File: config.mk
export PLATFORM = sky130hd
export DESIGN_NAME = per_slot_windowed_wait_average
export DESIGN_NICKNAME = d
export VERILOG_FILES = /design/src/hw/rtl/swa_pkg.sv /design/src/hw/rtl/swa_div.sv /design/src/hw/rtl/swa_ring.sv /design/src/hw/rtl/per_slot_windowed_wait_average.sv
export SDC_FILE = /design/constraint.sdc
export NUM_CORES = 2
export LEC_CHECK = 0
export ABC_CLOCK_PERIOD_IN_PS = 19300
export BUFFER_PORTS_ARGS = -buffer_cell sky130_fd_sc_hd__buf_4
export CAP_MARGIN = 10
export CORE_MARGIN = 2
export CORE_UTILIZATION = 60
export DETAILED_ROUTE_END_ITERATION = 10
export GPL_TIMING_DRIVEN = 0
export MAX_ROUTING_LAYER = met4
export PLACE_DENSITY_LB_ADDON = 0.08
export SYNTH_ARGS = -nofsm -noshare
export SYNTH_HDL_FRONTEND = slang
export SYNTH_SLANG_ARGS = --single-unit
File: constraint.sdc
create_clock -name clk -period 19.3 [get_ports clk]
set_input_delay 1.93 -clock clk [delete_from_list [all_inputs] [get_ports clk]]
set_output_delay 1.93 -clock clk [all_outputs]
set_load 0.03 [all_outputs]
File: src/hw/rtl/swa_pkg.sv
// Shared types, constants and state encoding for the per-slot wait average block.
`default_nettype none

package swa_pkg;

  localparam int NUM_SLOTS_DEF  = 8;
  localparam int MAX_WINDOW_DEF = 16;
  localparam int FRAC_BITS_DEF  = 8;

  localparam int SLOT_IN_W = 3;
  localparam int WAIT_W    = 20;
  localparam int COUNT_W   = 16;
  localparam int AVG_W     = 28;
  localparam int HELD_W    = 5;
  localparam int WINDOW_W  = 5;

  localparam logic [WINDOW_W-1:0] WINDOW_RESET = WINDOW_W'(16);

  typedef struct packed {
    logic [SLOT_IN_W-1:0]      instance_slot;
    logic [WAIT_W-1:0]         wait_time;
    logic signed [COUNT_W-1:0] queued_count;
  } in_item_t;

  typedef struct packed {
    logic              bad_count;
    logic [AVG_W-1:0]  average_load;
    logic [HELD_W-1:0] samples_held;
  } out_item_t;

  typedef enum logic [2:0] {
    ST_IDLE,
    ST_SAMPLE,
    ST_UPDATE,
    ST_AVERAGE,
    ST_FINISH
  } swa_state_t;

endpackage

`default_nettype wire

File: src/hw/rtl/swa_div.sv
// Restoring radix-2 divider, one quotient bit per cycle.
`default_nettype none

module swa_div
  import swa_pkg::*;
#(
  parameter int DVD_W = 33,
  parameter int DVS_W = COUNT_W
) (
  input  wire logic             clk,
  input  wire logic             rst,
  input  wire logic             start,
  input  wire logic [DVD_W-1:0] dividend,
  input  wire logic [DVS_W-1:0] divisor,
  output logic                  busy,
  output logic                  done,
  output logic [DVD_W-1:0]      quotient
);

  localparam int CNT_W = $clog2(DVD_W + 1);

  logic [DVS_W-1:0] rem;
  logic [DVS_W-1:0] dvs;
  logic [CNT_W-1:0] cnt;
  logic [DVS_W:0]   rem_sh;
  logic [DVS_W:0]   diff;

  always_comb begin
    rem_sh = {rem, quotient[DVD_W-1]};
    diff   = rem_sh - {1'b0, dvs};
  end

  always_ff @(posedge clk) begin
    if (rst) begin
      busy <= 1'b0;
      done <= 1'b0;
    end else if (start) begin
      busy <= 1'b1;
      done <= 1'b0;
    end else if (busy) begin
      if (cnt == CNT_W'(1)) begin
        busy <= 1'b0;
        done <= 1'b1;
      end
    end else begin
      done <= 1'b0;
    end
  end

  always_ff @(posedge clk) begin
    if (start) begin
      quotient <= dividend;
      rem      <= '0;
      dvs      <= divisor;
      cnt      <= CNT_W'(DVD_W);
    end else if (busy) begin
      // A clear borrow bit means the shifted remainder covers the divisor.
      if (!diff[DVS_W]) begin
        rem      <= diff[DVS_W-1:0];
        quotient <= {quotient[DVD_W-2:0], 1'b1};
      end else begin
        rem      <= rem_sh[DVS_W-1:0];
        quotient <= {quotient[DVD_W-2:0], 1'b0};
      end
      cnt <= cnt - CNT_W'(1);
    end
  end

endmodule

`default_nettype wire

File: src/hw/rtl/swa_ring.sv
// Sample ring storage for all slots, one write and one registered read port.
`default_nettype none

module swa_ring
  import swa_pkg::*;
#(
  parameter int DEPTH  = 128,
  parameter int ADDR_W = 7,
  parameter int DATA_W = 28
) (
  input  wire logic              clk,
  input  wire logic              we,
  input  wire logic [ADDR_W-1:0] waddr,
  input  wire logic [DATA_W-1:0] wdata,
  input  wire logic [ADDR_W-1:0] raddr,
  output logic      [DATA_W-1:0] rdata
);

  logic [DATA_W-1:0] mem [DEPTH];

  always_ff @(posedge clk) begin
    if (we) begin
      mem[waddr] <= wdata;
    end
    rdata <= mem[raddr];
  end

endmodule

`default_nettype wire

File: src/hw/rtl/per_slot_windowed_wait_average.sv
// Per-slot sliding-window average of per-message wait load.
// Each item with a non-negative count makes two passes through the shared divider, which
// yields one quotient bit per cycle; a negative count skips the divider entirely.
// One transaction at a time: a new item is accepted only after the last result is loaded.
// Reset and every window_size write clear head, fill and sum of all slots at once;
// ring entries are only read after being written, so the ring itself is never swept.
`default_nettype none

module per_slot_windowed_wait_average
  import swa_pkg::*;
#(
  parameter int NUM_SLOTS  = NUM_SLOTS_DEF,
  parameter int MAX_WINDOW = MAX_WINDOW_DEF,
  parameter int FRAC_BITS  = FRAC_BITS_DEF
) (
  input  wire logic                clk,
  input  wire logic                rst,
  input  wire logic                in_valid,
  output logic                     in_ready,
  input  wire in_item_t            in_data,
  output logic                     out_valid,
  input  wire logic                out_ready,
  output out_item_t                out_data,
  input  wire logic                cfg_wr_en,
  input  wire logic [WINDOW_W-1:0] cfg_wr_data
);

  localparam int SLOT_W   = (NUM_SLOTS > 1) ? $clog2(NUM_SLOTS) : 1;
  localparam int POS_W    = (MAX_WINDOW > 1) ? $clog2(MAX_WINDOW) : 1;
  localparam int FILL_W   = $clog2(MAX_WINDOW + 1);
  localparam int SAMPLE_W = WAIT_W + FRAC_BITS;
  localparam int SUM_W    = SAMPLE_W + FILL_W;
  localparam int DEPTH    = NUM_SLOTS * MAX_WINDOW;
  localparam int ADDR_W   = (DEPTH > 1) ? $clog2(DEPTH) : 1;
  localparam int CMP_W    = (FILL_W > WINDOW_W) ? FILL_W : WINDOW_W;

  swa_state_t state, state_next;

  logic [WINDOW_W-1:0] window_size;
  logic [POS_W-1:0]    head [NUM_SLOTS];
  logic [FILL_W-1:0]   fill [NUM_SLOTS];
  logic [SUM_W-1:0]    sum  [NUM_SLOTS];

  logic [SLOT_W-1:0]   slot;
  logic                bad;
  logic [SAMPLE_W-1:0] sample;
  logic [FILL_W-1:0]   held;

  logic                accept;
  logic                load;
  logic                do_update;
  logic                div_start;
  logic [SUM_W-1:0]    div_dividend;
  logic [COUNT_W-1:0]  div_divisor;
  logic                div_busy;
  logic                div_done;
  logic [SUM_W-1:0]    div_quotient;

  logic [SLOT_IN_W-1:0] slot_red;
  logic [SLOT_W-1:0]    slot_in;
  logic [CMP_W-1:0]     win_eff;
  logic [CMP_W-1:0]     win_ext;
  logic                 evict;
  logic [POS_W-1:0]     head_cur;
  logic [FILL_W-1:0]    fill_cur;
  logic [POS_W-1:0]     head_new;
  logic [FILL_W-1:0]    fill_mid;
  logic [FILL_W-1:0]    fill_new;
  logic [FILL_W:0]      pos_sum;
  logic [POS_W-1:0]     pos;
  logic [SUM_W-1:0]     sum_new;
  logic [ADDR_W-1:0]    waddr;
  logic [ADDR_W-1:0]    raddr;
  logic [SAMPLE_W-1:0]  rdata;

  assign accept = in_valid && in_ready;

  // Slot indexes beyond the slot count wrap around.
  always_comb begin
    slot_red = in_data.instance_slot;
    for (int i = 0; i < (1 << SLOT_IN_W); i++) begin
      if (int'(slot_red) >= NUM_SLOTS) begin
        slot_red = slot_red - SLOT_IN_W'(NUM_SLOTS);
      end
    end
    slot_in = SLOT_W'(slot_red);
  end

  always_comb begin
    win_ext = CMP_W'(window_size);
    if (window_size == '0) begin
      win_eff = CMP_W'(1);
    end else if (int'(window_size) > MAX_WINDOW) begin
      win_eff = CMP_W'(MAX_WINDOW);
    end else begin
      win_eff = win_ext;
    end
  end

  // Ring bookkeeping for the slot that is being updated.
  always_comb begin
    head_cur = head[slot];
    fill_cur = fill[slot];
    evict    = CMP_W'(fill_cur) >= win_eff;
    if (evict) begin
      head_new = (head_cur == POS_W'(MAX_WINDOW - 1)) ? '0 : head_cur + POS_W'(1);
      fill_mid = fill_cur - FILL_W'(1);
    end else begin
      head_new = head_cur;
      fill_mid = fill_cur;
    end
    fill_new = fill_mid + FILL_W'(1);
    pos_sum  = (FILL_W + 1)'(head_new) + (FILL_W + 1)'(fill_mid);
    if (int'(pos_sum) >= MAX_WINDOW) begin
      pos = POS_W'(pos_sum - (FILL_W + 1)'(MAX_WINDOW));
    end else begin
      pos = POS_W'(pos_sum);
    end
    sum_new = sum[slot] - (evict ? SUM_W'(rdata) : '0) + SUM_W'(sample);
    waddr   = ADDR_W'(slot) * ADDR_W'(MAX_WINDOW) + ADDR_W'(pos);
    raddr   = ADDR_W'(slot) * ADDR_W'(MAX_WINDOW) + ADDR_W'(head_cur);
  end

  always_comb begin
    state_next = state;
    unique case (state)
      ST_IDLE: begin
        if (accept) begin
          state_next = in_data.queued_count[COUNT_W-1] ? ST_FINISH : ST_SAMPLE;
        end
      end
      ST_SAMPLE: begin
        if (div_done) begin
          state_next = ST_UPDATE;
        end
      end
      ST_UPDATE:  state_next = ST_AVERAGE;
      ST_AVERAGE: begin
        if (div_done) begin
          state_next = ST_FINISH;
        end
      end
      ST_FINISH: begin
        if (!out_valid || out_ready) begin
          state_next = ST_IDLE;
        end
      end
      default: state_next = ST_IDLE;
    endcase
  end

  always_comb begin
    in_ready     = 1'b0;
    div_start    = 1'b0;
    do_update    = 1'b0;
    load         = 1'b0;
    div_dividend = SUM_W'({in_data.wait_time, {FRAC_BITS{1'b0}}});
    div_divisor  = COUNT_W'(in_data.queued_count) + COUNT_W'(1);
    unique case (state)
      ST_IDLE: begin
        in_ready  = 1'b1;
        div_start = accept && !in_data.queued_count[COUNT_W-1];
      end
      ST_UPDATE: begin
        do_update    = 1'b1;
        div_start    = 1'b1;
        div_dividend = sum_new;
        div_divisor  = COUNT_W'(fill_new);
      end
      ST_FINISH: load = !out_valid || out_ready;
      default: ;
    endcase
  end

  always_ff @(posedge clk) begin
    if (rst) begin
      state <= ST_IDLE;
    end else begin
      state <= state_next;
    end
  end

  always_ff @(posedge clk) begin
    if (rst) begin
      window_size <= WINDOW_RESET;
    end else if (cfg_wr_en) begin
      window_size <= cfg_wr_data;
    end
  end

  always_ff @(posedge clk) begin
    if (rst || cfg_wr_en) begin
      for (int i = 0; i < NUM_SLOTS; i++) begin
        head[i] <= '0;
        fill[i] <= '0;
        sum[i]  <= '0;
      end
    end else if (do_update) begin
      head[slot] <= head_new;
      fill[slot] <= fill_new;
      sum[slot]  <= sum_new;
    end
  end

  always_ff @(posedge clk) begin
    if (accept) begin
      slot <= slot_in;
      bad  <= in_data.queued_count[COUNT_W-1];
    end
    if (state == ST_SAMPLE && div_done) begin
      sample <= SAMPLE_W'(div_quotient);
    end
    if (do_update) begin
      held <= fill_new;
    end
  end

  always_ff @(posedge clk) begin
    if (rst) begin
      out_valid <= 1'b0;
    end else if (load) begin
      out_valid <= 1'b1;
    end else if (out_ready) begin
      out_valid <= 1'b0;
    end
  end

  always_ff @(posedge clk) begin
    if (load) begin
      out_data.bad_count <= bad;
      if (bad) begin
        out_data.average_load <= '0;
        out_data.samples_held <= '0;
      end else begin
        out_data.average_load <= AVG_W'(div_quotient);
        out_data.samples_held <= HELD_W'(held);
      end
    end
  end

  swa_div #(
    .DVD_W (SUM_W),
    .DVS_W (COUNT_W)
  ) u_div (
    .clk      (clk),
    .rst      (rst),
    .start    (div_start),
    .dividend (div_dividend),
    .divisor  (div_divisor),
    .busy     (div_busy),
    .done     (div_done),
    .quotient (div_quotient)
  );

  swa_ring #(
    .DEPTH  (DEPTH),
    .ADDR_W (ADDR_W),
    .DATA_W (SAMPLE_W)
  ) u_ring (
    .clk   (clk),
    .we    (do_update),
    .waddr (waddr),
    .wdata (sample),
    .raddr (raddr),
    .rdata (rdata)
  );

  a_start_idle: assert property (@(posedge clk) disable iff (rst)
    div_start |-> !div_busy)
    else $error("divider started while still busy");

  a_done_state: assert property (@(posedge clk) disable iff (rst)
    div_done |-> (state == ST_SAMPLE || state == ST_AVERAGE))
    else $error("divider result arrived outside a division state");

  a_fill_bound: assert property (@(posedge clk) disable iff (rst)
    do_update |-> (CMP_W'(fill_new) <= win_eff))
    else $error("slot fill exceeds the window");

  a_busy_block: assert property (@(posedge clk) disable iff (rst)
    accept |=> !in_ready)
    else $error("new transaction taken while one is in progress");

  a_cfg_clear: assert property (@(posedge clk) disable iff (rst)
    cfg_wr_en |=> (fill[0] == '0 && sum[0] == '0))
    else $error("window write did not clear slot state");

endmodule

`default_nettype wire

-- Word level (Yosys, flattened, before mapping)
Memories as Yosys holds them, arrays and structs flattened. A register that Yosys moved wholly into a read port is not among the register bits.
Cells that the tools add are included.
- $add $sub $neg: 12
- muxes and demuxes: 46
- equality and inequality tests: 10
- bitwise gates (word level): 1
- reduce and logical (&&, ||, !) cells: 16
- order comparisons: 3
- operator list (operator ; number):
    33-bit two-way mux ; 4
    33-bit by 28-bit adder with 33-bit output ; 1
    3-bit two-way mux ; 11
    33-bit OR reduction ; 1
    33-bit by 28-bit subtractor with 33-bit output ; 1
    28-bit two-way mux ; 1
    5-bit two-way mux ; 5
    1-bit two-way mux ; 18
    17-bit by 16-bit subtractor with 17-bit output ; 1
    16-bit by 2-bit adder with 16-bit output (second input constant) ; 1
    16-bit two-way mux ; 1
    4-bit two-way mux ; 4
    3-bit one-hot mux with 5 select lines ; 1
    7-bit by 4-bit adder with 7-bit output ; 2
    4-bit by 5-bit adder with 6-bit output ; 1
    3-bit by 2-bit equality test with 1-bit output (second input constant) ; 2
    6-bit by 1-bit equality test with 1-bit output (second input constant) ; 1
    6-bit by 5-bit >= comparator with 1-bit output (second input constant) ; 1
    6-bit by 1-bit subtractor with 6-bit output (second input constant) ; 1
    5-bit by 1-bit adder with 5-bit output (second input constant) ; 1
    5-bit >= comparator ; 1
    5-bit greater-than comparator (second input constant) ; 1
    5-bit logical NOT ; 1
    5-bit OR reduction ; 1
    18 further kinds ; 25
- bits of input ports: 49
- register bits after elaboration: 153
- bits in writable memories: 3920
- memories kept: 4
- memory list (name ; words ; width ; rd ports ; clocked after memory_dff ; wr ports ; RTL line ; text):
    u_ring.mem ; 128 ; 28 ; 1 ; 1 ; 1 ; swa_ring.sv:19 ; logic [DATA_W-1:0] mem [DEPTH];
    sum ; 8 ; 33 ; 1 ; 1 ; 8 ; per_slot_windowed_wait_average.sv:42 ; logic [SUM_W-1:0] sum [NUM_SLOTS];
    fill ; 8 ; 5 ; 1 ; 1 ; 8 ; per_slot_windowed_wait_average.sv:41 ; logic [FILL_W-1:0] fill [NUM_SLOTS];
    head ; 8 ; 4 ; 1 ; 1 ; 8 ; per_slot_windowed_wait_average.sv:40 ; logic [POS_W-1:0] head [NUM_SLOTS];

-- Longest topological paths before layout
- word-level depth: 9
- mapped depth: 26

-- Hierarchy
A second synthesis with hierarchy kept.
- cell total of the unflattened synthesis: 7243
- area, all modules: 161695.1 um^2
- by module, submodules not included (module ; area each (um^2) ; cells each ; instances):
    swa_ring ; 136827.5 ; 5264 ; 1
    per_slot_windowed_wait_average ; 21132.8 ; 1653 ; 1
    swa_div ; 3734.8 ; 326 ; 1

-- Worst setup path after synthesis
No wires, ideal clock.
- kind: flip-flop to flip-flop
- from: register (tool-made name)
- to: memory u_ring.mem[103][0] (enable)
- library setup time: 0.413 ns
- data required time: 18.887 ns
- stages on the path, launching flop included: 21
- path slack: 12.541 ns
- arrival time: 6.346 ns
- cell sequence: dfxtp_1 buf_2 buf_2 clkbuf_1 mux4_2 mux2i_1 inv_1 ha_1 nand2_1 o21ai_1 clkbuf_1 nor2_1 a21oi_1 inv_1 ha_1 fa_1 xor2_1 and3_1 buf_1 nand4_1 nor2_1
- RTL lines (item ; RTL line):
    to (decl) ; swa_ring.sv:19

==> results.cfg <==
[outcome]
violations = max-slew violations
status = finished with violations

[cells_and_area]
finish.instance_area_mm2 = 0.190
multi_input_area_mm2 = 0.0371
drive_gt1_share_pct = 21.3
area_growth_pct = 17.7
n_fill_cell = 16500
final_nets = 10000
seqCellArea_mm2 = 0.123

[place]
place_ws_ps = 8340
hpwl_mm = 418
placed_area_mm2 = 0.176
io_buffers = 83
place_congestion = 1.01

[worst_setup_path]
worstSetupPathType = reg2reg
critPathMaxStageDelay_ps = 1100
slowest_stage = nor2_4
required_ps = 19960
cp_top_family = buffers and inverters
crit_fanout = 15
path_buf_inv = 10
critPathLaunchType = flop
crit_path_end_kind = flop
cpMostUsedCell = buf_2
crit_arrival_ps = 12340
worstPathCellList = buf_1, mux4_2, mux2i_4, inv_2, buf_2, buf_2, buf_2, buf_2, buf_2, clkbuf_1, ha_1, a21oi_1, a21oi_1, inv_1, ha_1, fa_1, xor2_1, nor2_1, nand4_1, nor2_4, buf_12

[detailed_routing]
drtIter0Drc = 20200
final_antenna_net_count = 0
drc_errors = 0
vias_per_cell = 7.29
firstDrtPassIters = 11
wl_per_cell_um = 43.8
vias = 101000
drt-total-wl_mm = 604

[logic_synthesis]
ys_async_sr_fraction_pct = 0
synth_cell_types = 68
yosysMostFrequentCell = edfxtp_1
syn-cell-area_mm2 = 0.161
post_synth.cell_area_avg_um2 = 17.9
yosysSeqAreaShare_pct = 76.0
synth.top_cells.by_count = 4,040 x edfxtp_1, 963 x nand2_1, 765 x mux4_2
ys_top_cells_by_area = edfxtp_1 75%, mux4_2 11%, nand2_1 2.2%
synth_cells = 8998
yosysTopAreaCell = edfxtp_1
ys.flop_type = edfxtp_1
yosysTopAreaCellShare_pct = 75.2
synth_enable_flop_cells = 4040
ys_ff_latch = 4104
synthesis.nets = 9140
yosysWarningCount = 0

[clock_network]
insertion_delay_ps = 1030
cts_hold_buffers = 0
cts_tree = built
cts_buffers = 406
cts_root_buf = clkbuf_16
post_cts_buffers = 0
clk_pin_slew_ps = 60
cts.sinks = 4104
cts.htree.levels = 5
cts_resized = 0
cts_buffer_depth = 4

[timing]
layout_setup_ws_ps = 7620
fmax_mhz = 85.6
rsz0062_at_grt = false
clock_skew_ps = 97.6
final_max_slew_viol_count = 1
whs_ps = 496
setup_viol = 0
hold_violations = 0
relSlewSlack_pct = -1.77
fin_crit_ps = 11680
tightest_slew_ps = 1530
final.setup.tns_ps = 0
finalCritPeriodShare_pct = 60.5

[global_routing]
grt_pass1_wl_mm = 803
grt_usage_pct = 45.7
overflow = 0
antenna_found_initial = 46
grt_max_degree = 41
grt_pass1_vias = 94100

[floorplan]
die_w_um = 522
num_rows = 190
coreArea_mm2 = 0.268
io_pins = 85
initial_utilization_pct = 60.2
die_h_um = 522
dieArea_mm2 = 0.273

[worst_hold_path]
hold_path_class = reg2reg

[run]
maxCapViolCount = 0

[power_and_ir_drop]
p_leak_nw = 62.0
pwr_density_cell_mw_per_mm2 = 110
vdd_drop_max_mv = 0.0932
==> state kept, by name, indices dropped and copies added, names as in the netlist, named ones only <==
signal	count
held	5
win_ext	5
sum	264
u_ring.mem	3584
fill	40
u_div.done	1
u_div.rem	16
u_div.dvs	16
bad	1
u_div.cnt	6
u_div.busy	1
slot	3
state	3
out_data	34
sample	28
u_div.quotient	33
u_ring.rdata	28
head	32
out_valid	1
==> cells by family after synthesis <==
logic type | after synthesis | synth area share [%]
AOI/OAI and AO/OA | 564 | 2.38
xor gates and xnor gates | 66 | 0.376
adders and majority gates | 93 | 0.861
buffers and inverters | 623 | 1.59
DFF | 4104 | 76.0
muxes | 837 | 11.2
and+or+nand+nor | 2711 | 7.61
==> final cells by class <==
| class | instances | area share, % |
|---|---|---|
| inverters | 132 | 0.261 |
| clock buffers | 487 | 5.64 |
| flip-flops and latches | 4104 | 64.6 |
| multi-input cells | 4271 | 19.5 |
| repair buffers | 475 | 4.99 |
| well taps | 3552 | 2.34 |
| diodes | 36 | 0.0475 |
| clock inverters | 254 | 1.50 |
| plain buffers | 491 | 1.09 |
==> metal layers <==
layer  vias up  wire, um  global-route usage, %
met4         0     39600                   23.0
li1      37700         -                      -
met3      2035     94700                   15.2
met5         -         0                      -
met2      9601    266000                   64.6
met1     51300    204000                   59.8
==> path summary, 6_finish.rpt <==
check / startpoint / end / slack [ps] / cells after the start
setup / recovery: flop / u_ring.mem[27][9] / 7620 / 21
hold / removal: u_div.rem[14] / u_div.rem[14] / 500 / 2
setup reg to reg: flop / u_ring.mem[27][9] / 7620 / 21
hold reg to reg: u_div.rem[14] / u_div.rem[14] / 500 / 2
==> report_power, final <==
part           switching (mW)  internal (mW)  total, mW
logic                    2.05          0.877       2.92
clock network            3.50           4.68       8.18
registers              0.0467           9.74       9.79
==> per-stage QoR <==
stage | cells | util (%) | total power [mW]
2_1_floorplan | 8998 | - | 11.6
3_3_place_gp | 12600 | 62.1 | 12.7
3_5_place_dp | 13000 | 65.7 | 12.8
4_1_cts | 13700 | 70.8 | 20.8
5_1_grt | 13800 | 70.9 | 21.3
6_report | 13800 | 70.9 | 20.9
==> worst reg2reg max path, stage by stage (launching register included) <==
cell and delay, ps:
dfxtp_1 380, buf_1 520, mux4_2 400, mux2i_4 190, inv_2 110, buf_2 420, buf_2 530, buf_2 670
buf_2 570, buf_2 700, clkbuf_1 900, ha_1 460, a21oi_1 100, a21oi_1 940, inv_1 120, ha_1 280
fa_1 420, xor2_1 170, nor2_1 960, nand4_1 1070, nor2_4 1100, buf_12 310
==> cells in the final DEF (no fill, tap or decap), drive strengths merged, types with 12 or more instances in the layout <==
master    netlist  layout
clkinv          1     165
xnor2          33      33
a22oi         222     222
mux2i          62      62
xor2           31      31
clkbuf        262     749
a31oi          20      20
mux4          765     765
nand2         963     963
inv           131     146
nor2          584     584
fa             30      30
nand4         293     293
nor3           27      27
or4            15      15
nor2b          47      47
dfxtp          64      64
nand3         668     668
and3           20      20
clkinvlp        0      21
a21oi         102     102
o21ai          85      85
nand2b         12      12
o2111ai        22      22
bufinv          0      54
buf           229     704
ha             63      63
and2           49      49
edfxtp       4040    4040
diode           0      36
a21o           23      23
No activity file was read; power rests on OpenSTA's default activity.
